File: src/sqt_pkg.sv
// ----------------------------------------------------------------------------
// sqt_pkg
// Shared widths, item types and the sine table generator for the rotated
// sprite quad pipeline.
// ----------------------------------------------------------------------------
`default_nettype none

package sqt_pkg;

  // field widths
  localparam int unsigned POS_W    = 24;  // Q16.8 signed positions
  localparam int unsigned SIZE_W   = 23;  // Q15.8 unsigned sizes
  localparam int unsigned FRAC_W   = 17;  // Q1.16 fractions
  localparam int unsigned TEX_W    = 18;  // Q2.16 texture sums
  localparam int unsigned ANGLE_W  = 16;  // binary angle
  localparam int unsigned HANDLE_W = 32;  // texture handle

  // internal widths
  localparam int unsigned QUAD_W   = 24;  // rounded quad width and height
  localparam int unsigned PIV_W    = 25;  // rounded pivot offset
  localparam int unsigned OFF_W    = 26;  // signed corner offset
  localparam int unsigned SINE_W   = 17;  // sine magnitude, up to 65536
  localparam int unsigned TRIG_W   = 18;  // signed sine and cosine
  localparam int unsigned ANGLE_FRAC_W = 14;  // angle bits inside a quadrant
  localparam int unsigned ROUND_SHIFT  = 16;
  localparam int unsigned ROUND_HALF   = 32768;

  localparam logic signed [POS_W-1:0] POS_MAX = 24'sh7FFFFF;
  localparam logic signed [POS_W-1:0] POS_MIN = 24'sh800000;

  // sine table generation, Q30 fixed point
  localparam longint unsigned HALF_PI_Q30 = 64'd1686629713;
  localparam longint unsigned SINE_ROUND  = 64'd8192;
  localparam longint unsigned SINE_CAP    = 64'd65536;
  localparam longint unsigned TAYLOR_DIV [6] = '{64'd6, 64'd20, 64'd42,
                                                 64'd72, 64'd110, 64'd156};

  typedef enum logic [1:0] {
    CORNER_BL = 2'd0,
    CORNER_TL = 2'd1,
    CORNER_TR = 2'd2,
    CORNER_BR = 2'd3
  } corner_t;

  // one sprite request as taken from the input channel
  typedef struct packed {
    logic signed [POS_W-1:0] dst_x;
    logic signed [POS_W-1:0] dst_y;
    logic [SIZE_W-1:0]       dst_w;
    logic [SIZE_W-1:0]       dst_h;
    logic [FRAC_W-1:0]       uv_x;
    logic [FRAC_W-1:0]       uv_y;
    logic [FRAC_W-1:0]       uv_w;
    logic [FRAC_W-1:0]       uv_h;
    logic [FRAC_W-1:0]       pivot_x;
    logic [FRAC_W-1:0]       pivot_y;
    logic [ANGLE_W-1:0]      angle;
    logic [HANDLE_W-1:0]     texture_id;
  } sqt_req_t;

  // sprite after setup: offsets, trig values and texture corners
  typedef struct packed {
    logic signed [OFF_W-1:0]  ox_l;
    logic signed [OFF_W-1:0]  ox_r;
    logic signed [OFF_W-1:0]  oy_t;
    logic signed [OFF_W-1:0]  oy_b;
    logic signed [TRIG_W-1:0] sin_v;
    logic signed [TRIG_W-1:0] cos_v;
    logic signed [POS_W-1:0]  dst_x;
    logic signed [POS_W-1:0]  dst_y;
    logic [TEX_W-1:0]         u1;
    logic [TEX_W-1:0]         u2;
    logic [TEX_W-1:0]         v1;
    logic [TEX_W-1:0]         v2;
    logic [HANDLE_W-1:0]      texture;
  } sqt_item_t;

  // one corner on its way through the rotation stages
  typedef struct packed {
    corner_t                  corner;
    logic                     last;
    logic signed [OFF_W-1:0]  ox;
    logic signed [OFF_W-1:0]  oy;
    logic signed [TRIG_W-1:0] sin_v;
    logic signed [TRIG_W-1:0] cos_v;
    logic signed [POS_W-1:0]  dst_x;
    logic signed [POS_W-1:0]  dst_y;
    logic [TEX_W-1:0]         u;
    logic [TEX_W-1:0]         v;
    logic [HANDLE_W-1:0]      texture;
  } sqt_corner_t;

  // finished vertex
  typedef struct packed {
    corner_t                 corner;
    logic signed [POS_W-1:0] pos_x;
    logic signed [POS_W-1:0] pos_y;
    logic [TEX_W-1:0]        tex_u;
    logic [TEX_W-1:0]        tex_v;
    logic [HANDLE_W-1:0]     texture;
    logic                    last;
  } sqt_vertex_t;

  // Quarter-wave sine entry for table position t (Q30 fraction of a quarter
  // turn). Evaluated at elaboration only.
  function automatic logic [SINE_W-1:0] sine_entry(input longint unsigned t);
    longint unsigned x;
    longint unsigned mag;
    longint unsigned r;
    longint          sum;
    x   = (t * HALF_PI_Q30) >> 30;
    mag = x;
    sum = longint'(x);
    for (int n = 0; n < 6; n++) begin
      mag = (mag * x) >> 30;
      mag = (mag * x) >> 30;
      mag = mag / TAYLOR_DIV[n];
      if (n % 2 == 0) begin
        sum = sum - longint'(mag);
      end else begin
        sum = sum + longint'(mag);
      end
    end
    if (sum < 0) begin
      sum = 0;
    end
    r = (longint'(unsigned'(sum)) + SINE_ROUND) >> 14;
    if (r > SINE_CAP) begin
      r = SINE_CAP;
    end
    return r[SINE_W-1:0];
  endfunction

endpackage

`default_nettype wire

File: src/sqt_corner_seq.sv
// ----------------------------------------------------------------------------
// sqt_corner_seq
// Holds one set-up sprite and issues its four corners, one per cycle while
// corner_stall is low, in the order bottom-left, top-left, top-right, bottom-right.
// ----------------------------------------------------------------------------
`default_nettype none

module sqt_corner_seq (
  input  wire logic               clk,
  input  wire logic               rst_n,
  input  wire logic               item_valid,
  output logic                    item_stall,
  input  wire sqt_pkg::sqt_item_t item,
  output logic                    corner_valid,
  input  wire logic               corner_stall,
  output sqt_pkg::sqt_corner_t    corner
);

  import sqt_pkg::*;

  sqt_item_t hold_r;
  logic      hold_v_r;
  corner_t   cnt_r;
  logic      issue;
  logic      done;
  logic      take;

  assign issue      = hold_v_r && !corner_stall;
  assign done       = issue && (cnt_r == CORNER_BR);
  assign item_stall = hold_v_r && !done;
  assign take       = item_valid && !item_stall;

  always_comb begin
    corner.corner  = cnt_r;
    corner.last    = (cnt_r == CORNER_BR);
    corner.sin_v   = hold_r.sin_v;
    corner.cos_v   = hold_r.cos_v;
    corner.dst_x   = hold_r.dst_x;
    corner.dst_y   = hold_r.dst_y;
    corner.texture = hold_r.texture;
    unique case (cnt_r)
      CORNER_BL: begin
        corner.ox = hold_r.ox_l;
        corner.oy = hold_r.oy_b;
        corner.u  = hold_r.u1;
        corner.v  = hold_r.v2;
      end
      CORNER_TL: begin
        corner.ox = hold_r.ox_l;
        corner.oy = hold_r.oy_t;
        corner.u  = hold_r.u1;
        corner.v  = hold_r.v1;
      end
      CORNER_TR: begin
        corner.ox = hold_r.ox_r;
        corner.oy = hold_r.oy_t;
        corner.u  = hold_r.u2;
        corner.v  = hold_r.v1;
      end
      CORNER_BR: begin
        corner.ox = hold_r.ox_r;
        corner.oy = hold_r.oy_b;
        corner.u  = hold_r.u2;
        corner.v  = hold_r.v2;
      end
      default: begin
        corner.ox = hold_r.ox_l;
        corner.oy = hold_r.oy_b;
        corner.u  = hold_r.u1;
        corner.v  = hold_r.v2;
      end
    endcase
  end

  assign corner_valid = hold_v_r;

  always_ff @(posedge clk) begin
    if (take) begin
      hold_r <= item;
    end
  end

  always_ff @(posedge clk) begin
    if (!rst_n) begin
      hold_v_r <= 1'b0;
      cnt_r    <= CORNER_BL;
    end else if (take) begin
      hold_v_r <= 1'b1;
      cnt_r    <= CORNER_BL;
    end else if (issue) begin
      // drop the sprite after its last corner
      if (done) hold_v_r <= 1'b0;
      cnt_r <= corner_t'(cnt_r + 2'd1);
    end
  end

endmodule

`default_nettype wire

File: config.mk
export PLATFORM = sky130hd
export DESIGN_NAME = sqt_corner_seq
export DESIGN_NICKNAME = d
export VERILOG_FILES = /design/src/sqt_pkg.sv /design/src/sqt_corner_seq.sv
export SDC_FILE = /design/constraint.sdc
export NUM_CORES = 1
export LEC_CHECK = 0
export BUFFER_PORTS_ARGS = -buffer_cell sky130_fd_sc_hd__buf_4
export CAP_MARGIN = 20
export CORE_AREA = 2 2 196 198
export DETAILED_ROUTE_END_ITERATION = 8
export DIE_AREA = 0 0 198 200
export HOLD_SLACK_MARGIN = 0.05
export PLACE_DENSITY_LB_ADDON = 0.08
export SYNTH_ARGS = -nofsm -noshare
export SYNTH_HDL_FRONTEND = slang
export SYNTH_SLANG_ARGS = --single-unit
export TNS_END_PERCENT = 10
File: constraint.sdc
create_clock -name clk -period 38.1 [get_ports clk]
set_input_delay 1.905 -clock clk [delete_from_list [all_inputs] [get_ports clk]]
set_output_delay 1.905 -clock clk [all_outputs]
set_load 0.01 [all_outputs]
After elaboration in Yosys (flattened, before gate mapping)
Cells that the tools add are included.
{ "word_totals": {"latchBits": 0, "input_bits": 296, "rom_bits": 0, "wordCells": 37, "regBits": 295, "ram_bits": 0, "mem_count": 0} }
{ "op_classes": {"n_shift": 0, "mux": 5, "order_cmp": 0, "n_addsub": 1, "reduce_logical": 12, "div": 0, "eq_ne": 3, "n_bitwise": 1, "mul": 0} }
{ "op_table": {"columns": ["operator", "n"], "rows": [
  ["case mux 52 bit (4 select lines)", 1],
  ["case mux 36 bit (4 select lines)", 1],
  ["== test 2 bit, second input constant", 2],
  ["logical AND 1 bit", 4],
  ["nonzero test 2 bit", 2],
  ["logical NOT 1 bit", 3],
  ["two-way mux 1 bit", 3],
  ["adder 2 x 1 -> 2 bit, second input constant", 1],
  ["== test 2 x 1 -> 1 bit, second input constant", 1],
  ["logical NOT 2 bit", 1],
  ["AND reduction 2 bit", 1],
  ["OR reduction 2 bit", 1],
  ["NOT 1 bit", 1]
]} }

Logic depth before layout (Yosys ltp)
{ "depth": {"depth_word": 9, "mapped_depth": 6, "mapped_depth_nobuf": 5} }

Worst setup path before layout
OpenSTA, ideal clock, no wires.
{ "synth_timing": {"kind": "in2reg", "start": "in corner_stall", "end": "reg hold_r, in the netlist corner[0], enable pin", "setup_time_ps": 951, "required_ps": 37149, "path_stages": 3, "slack_ps": 22798, "arrival_ps": 14351, "path_cell_list": "nand2b_1 -> and2_1 -> nor2_1"} }
{ "synth_between": {"elab_chain_cells": 7} }
{ "synth_lines": {"columns": ["element", "line_no", "source"], "rows": [
  ["from (decl)", "sqt_corner_seq.sv:15", "input wire logic corner_stall,"],
  ["logical NOT 1 bit", "sqt_corner_seq.sv:28", "assign issue = hold_v_r && !corner_stall;"],
  ["logical AND 1 bit", "sqt_corner_seq.sv:28", null],
  ["logical AND 1 bit", "sqt_corner_seq.sv:29", "assign done = issue && (cnt_r == CORNER_BR);"],
  ["logical NOT 1 bit", "sqt_corner_seq.sv:30", "assign item_stall = hold_v_r && !done;"],
  ["logical AND 1 bit", "sqt_corner_seq.sv:30", null],
  ["net item_stall", "sqt_corner_seq.sv:12", "output logic item_stall,"],
  ["logical NOT 1 bit", "sqt_corner_seq.sv:31", "assign take = item_valid && !item_stall;"],
  ["logical AND 1 bit", "sqt_corner_seq.sv:31", null],
  ["net take", "sqt_corner_seq.sv:26", "logic take;"],
  ["to (signal assigned)", "sqt_corner_seq.sv:79", "hold_r <= item;"],
  ["to (decl)", "sqt_corner_seq.sv:21", "sqt_item_t hold_r;"]
]} }
The timed path passes the listed nets, and every way through them passes these cells.
A chain may end at the register's enable or synchronous reset.

Worst setup path after layout
{ "layout_timing": {"start": "in corner_stall", "end": "reg hold_r[269] (netlist name), enable pin"} }
{ "layout_between": {"elab_chain_cells": 7} }
{ "layout_lines": {"columns": ["element", "line_no"], "rows": [
  ["logical NOT 1 bit", "sqt_corner_seq.sv:28"],
  ["logical AND 1 bit", "sqt_corner_seq.sv:28"],
  ["logical AND 1 bit", "sqt_corner_seq.sv:29"],
  ["logical NOT 1 bit", "sqt_corner_seq.sv:30"],
  ["logical AND 1 bit", "sqt_corner_seq.sv:30"],
  ["logical NOT 1 bit", "sqt_corner_seq.sv:31"],
  ["logical AND 1 bit", "sqt_corner_seq.sv:31"],
  ["net take", "sqt_corner_seq.sv:26"]
]} }
The timed path passes the listed nets, and every way through them passes these cells.

==> results.md <==
* Vias at 6062
* # DRC at 0
* Grt total ovfl at 0
* Req. time, crit path at 38.25 ns
* P_int at 604 uW
* Finished Layout Cells at 1495
* Crit path launch type: input port
* Cts hold-fix bufs at 0
* Outcome: complete, no violations
* P_leak at 0.00615 uW
* Setup TNS at 0 ns
* Synth Register Bits at 295
* DRT Wirelength at 28800 um
* Final core utilization at 41.1%
* Clk_skew at 0.0134 ns
* Unrepaired setup endpoints after global routing: false
* P_sw at 160 uW
* Share of cells above drive strength 1 at 56.6%
* Comb pwr share at 9.6%
* Cells after DPL at 1431
* DR iter-0 viols at 189
* Slew @ Worst Pin at 0.845 ns
* Hold path start: cnt_r[1]
* Crit Path Max Fanout at 63
* IO Pins at 505
* Clk slew on worst S/H paths at 0.05 ns
* Most frequent CP cell: buf_4
* Global-route wire length before repair at 39400 um
* CP max stage delay at 0.78 ns
* Routability cong. at 0.713
* Worst Reg2Reg Path Length in Cells at 6
* CTS Buf Count at 35
* VDD IR max at 0.0000345 V
* Flop pwr share at 50.1%
* HP Class: reg -> reg
* Crit path DAT at 4.63 ns
* EDFF count, synth at 292
* Critical-path top delay cell: buf_4
* Hold Crit Endpoint: cnt_r[1]
* Routed WL per cell at 19.2 um
* Clock root cell: clkbuf_16
* Core area at 37400 um2
* Setup CP Type: in -> reg
* CTS tree: done
* Distinct cells, synth at 19
* Initial antenna violation count at 0
* Synth warnings at 0
* FFs w/ async S/R, synth at 0%
* FP Rows at 71
* Starting Density at 29.0%
* Period utilization at 11.8%
* PD cells at 49.8 nW/um2
* Synth Instances at 542
* DRT antenna net count at 0
* Area occupied by multi-input gates at 953 um2
* Post-cts sizing count at 0
* Clock latency on the worst-skew pair at 0.53 ns
* # setup viols final at 0
* Vias in the first global route at 6261
* Switching part of the total at 21.0%
* Endpoint type of the worst setup path: flip-flop
* Achievable frequency at 0.223 GHz
* Post-Syn Area at 10800 um2
* Vias/cell at 4.05
* Part of the power in the clock network at 40.3%
* CTS sink cnt at 295
* Gr usage total at 13.8%
* Hold path depth at 2
* RR Endpoint: hold_r[269]
* Slew HR at 43.7%
* Worst R2R Start: cnt_r[0]
* Area grow syn2layout at 41.8%
* CP Cell Sequence: buf_4 -> nand2b_1 -> and2_1 -> nor2_4 -> buf_4 -> buf_4
* Detailed placer's ending HPWL at 20600 um
* Post-synth top cells: 292 x edfxtp_1, 116 x buf_4, 88 x a22o_1
* Seq/Total Area, Yosys at 81.5%
* Max Cap Violations at 0
* First drt pass iteration count at 4
* Syn Area/Cell at 20.0 um2
* FF/Latch Area at 8830 um2
* Cell taking the most area after synthesis: edfxtp_1
* Largest net degree at the start of global routing at 87
* Most frequent cell after synthesis: edfxtp_1
* Htree depth at 2
* Reg-to-reg slack, setup at 34.50 ns
* DIE AREA at 39600 um2
* Synth area leaders: edfxtp_1 81%, buf_4 8.0%, a22o_1 7.1%
* # fillers at 3498
* Primary FF master, synth: edfxtp_1
* Die width at 198 um
* DIE HEIGHT at 200 um
* Synth Net Count at 843
* Port bufs at 504
* Clk buf depth at 3
* Top cell type's share of synthesized area at 81.0%
* Final #Nets at 1259
* Pins Over Slew Limit at 0
* Tmin final at 4.48 ns
* Post-CTS setup repair buffer count at 0
* Fin. Hold Viols at 0
==> per-layer routing <==
| layer | routed length, um | GRT usage [%] | share of wire, % | up-vias |
|---|---|---|---|---|
| li1 | - | - | - | 2837 |
| met1 | 9210 | 13.3 | 32 | 2870 |
| met2 | 15500 | 25.2 | 54 | 304 |
| met3 | 3220 | 6.22 | 11 | 51 |
| met4 | 817 | 6.32 | 2.8 | 0 |
| met5 | 0 | 0 | 0 | - |
==> cell families (layout without fill, tap and decap cells) <==
group / count (synthesis) / count (layout) / synth area share, %
flip-flops: 295 / 295 / 81.5
XOR/XNOR: 1 / 1 / 0.0809
AO/OA/AOI/OAI: 90 / 90 / 7.26
multiplexers: 1 / 1 / 0.0924
other: 0 / 1 / 0
AND/OR/NAND/NOR: 13 / 13 / 0.636
adder cells (fa/ha/maj): 5 / 5 / 0.578
buffers and inverters: 137 / 578 / 9.83
==> final cells by class <==
type                    instances  share of cell area [%]
flip-flops and latches        295                    57.5
repair buffers                513                    25.2
clock buffers                  50                    6.35
multi-input cells             110                    6.21
well taps                     511                    4.16
clock inverters                12                   0.481
inverters                       3                  0.0733
diodes                          1                  0.0163
==> flip-flops by register name, indices dropped and copies added (netlist names) <==
register and cells:
cnt_r 2, corner 116, corner_valid 1, hold_r 176
==> power groups by stage <==
stage               combinational (uW)  clock (uW)  sequential (uW)
floorplan                         32.7           0              397
global placement                  74.4           0              390
detailed placement                74.3           0              390
CTS                               74.5         321              383
global route                      78.9         333              385
finish                            73.4         308              383
==> critical path: cells and delay by family <==
family	cells	cell delay [ns]
buffers and inverters	3	1.65
and+or+nand+nor	3	0.94
==> how the worst max path moves through the flow <==
stage	cells past startpoint	startpoint	end	slack, ns
after floorplan	3	corner_stall	corner[0]	22.80
after global placement	6	corner_stall	corner[132]	32.94
after detailed placement	6	corner_stall	corner[132]	32.93
after CTS	6	corner_stall	corner[121]	33.50
after global routing	6	corner_stall	hold_r[70]	33.45
final	6	corner_stall	hold_r[269]	33.62
==> per-stage QoR <==
stage          worst slack (ns)  hold slack [ns]  instance area [um2]  total power (uW)
5_1_grt                   33.45            0.679                15400               797
4_1_cts                   33.50            0.613                15300               779
2_1_floorplan             22.80            0.587                10800               430
3_3_place_gp              32.94            0.585                14300               464
3_5_place_dp              32.93            0.608                14300               464
6_report                  33.62            0.603                15400               765
==> layout by cell type, fill, tap and decap left out, drive strengths merged <==
master,netlist,routed
buf,134,513
a22o,88,88
ha,5,5
or2,2,2
nand2b,2,2
inv,3,3
bufinv,0,1
clkinv,0,11
diode,0,1
xnor2,1,1
dfxtp,3,3
o211ai,1,1
nor2,7,7
edfxtp,292,292
clkbuf,0,50
and2,1,1
o21a,1,1
mux2i,1,1
nor2b,1,1
No activity file was read; power rests on OpenSTA's default activity.
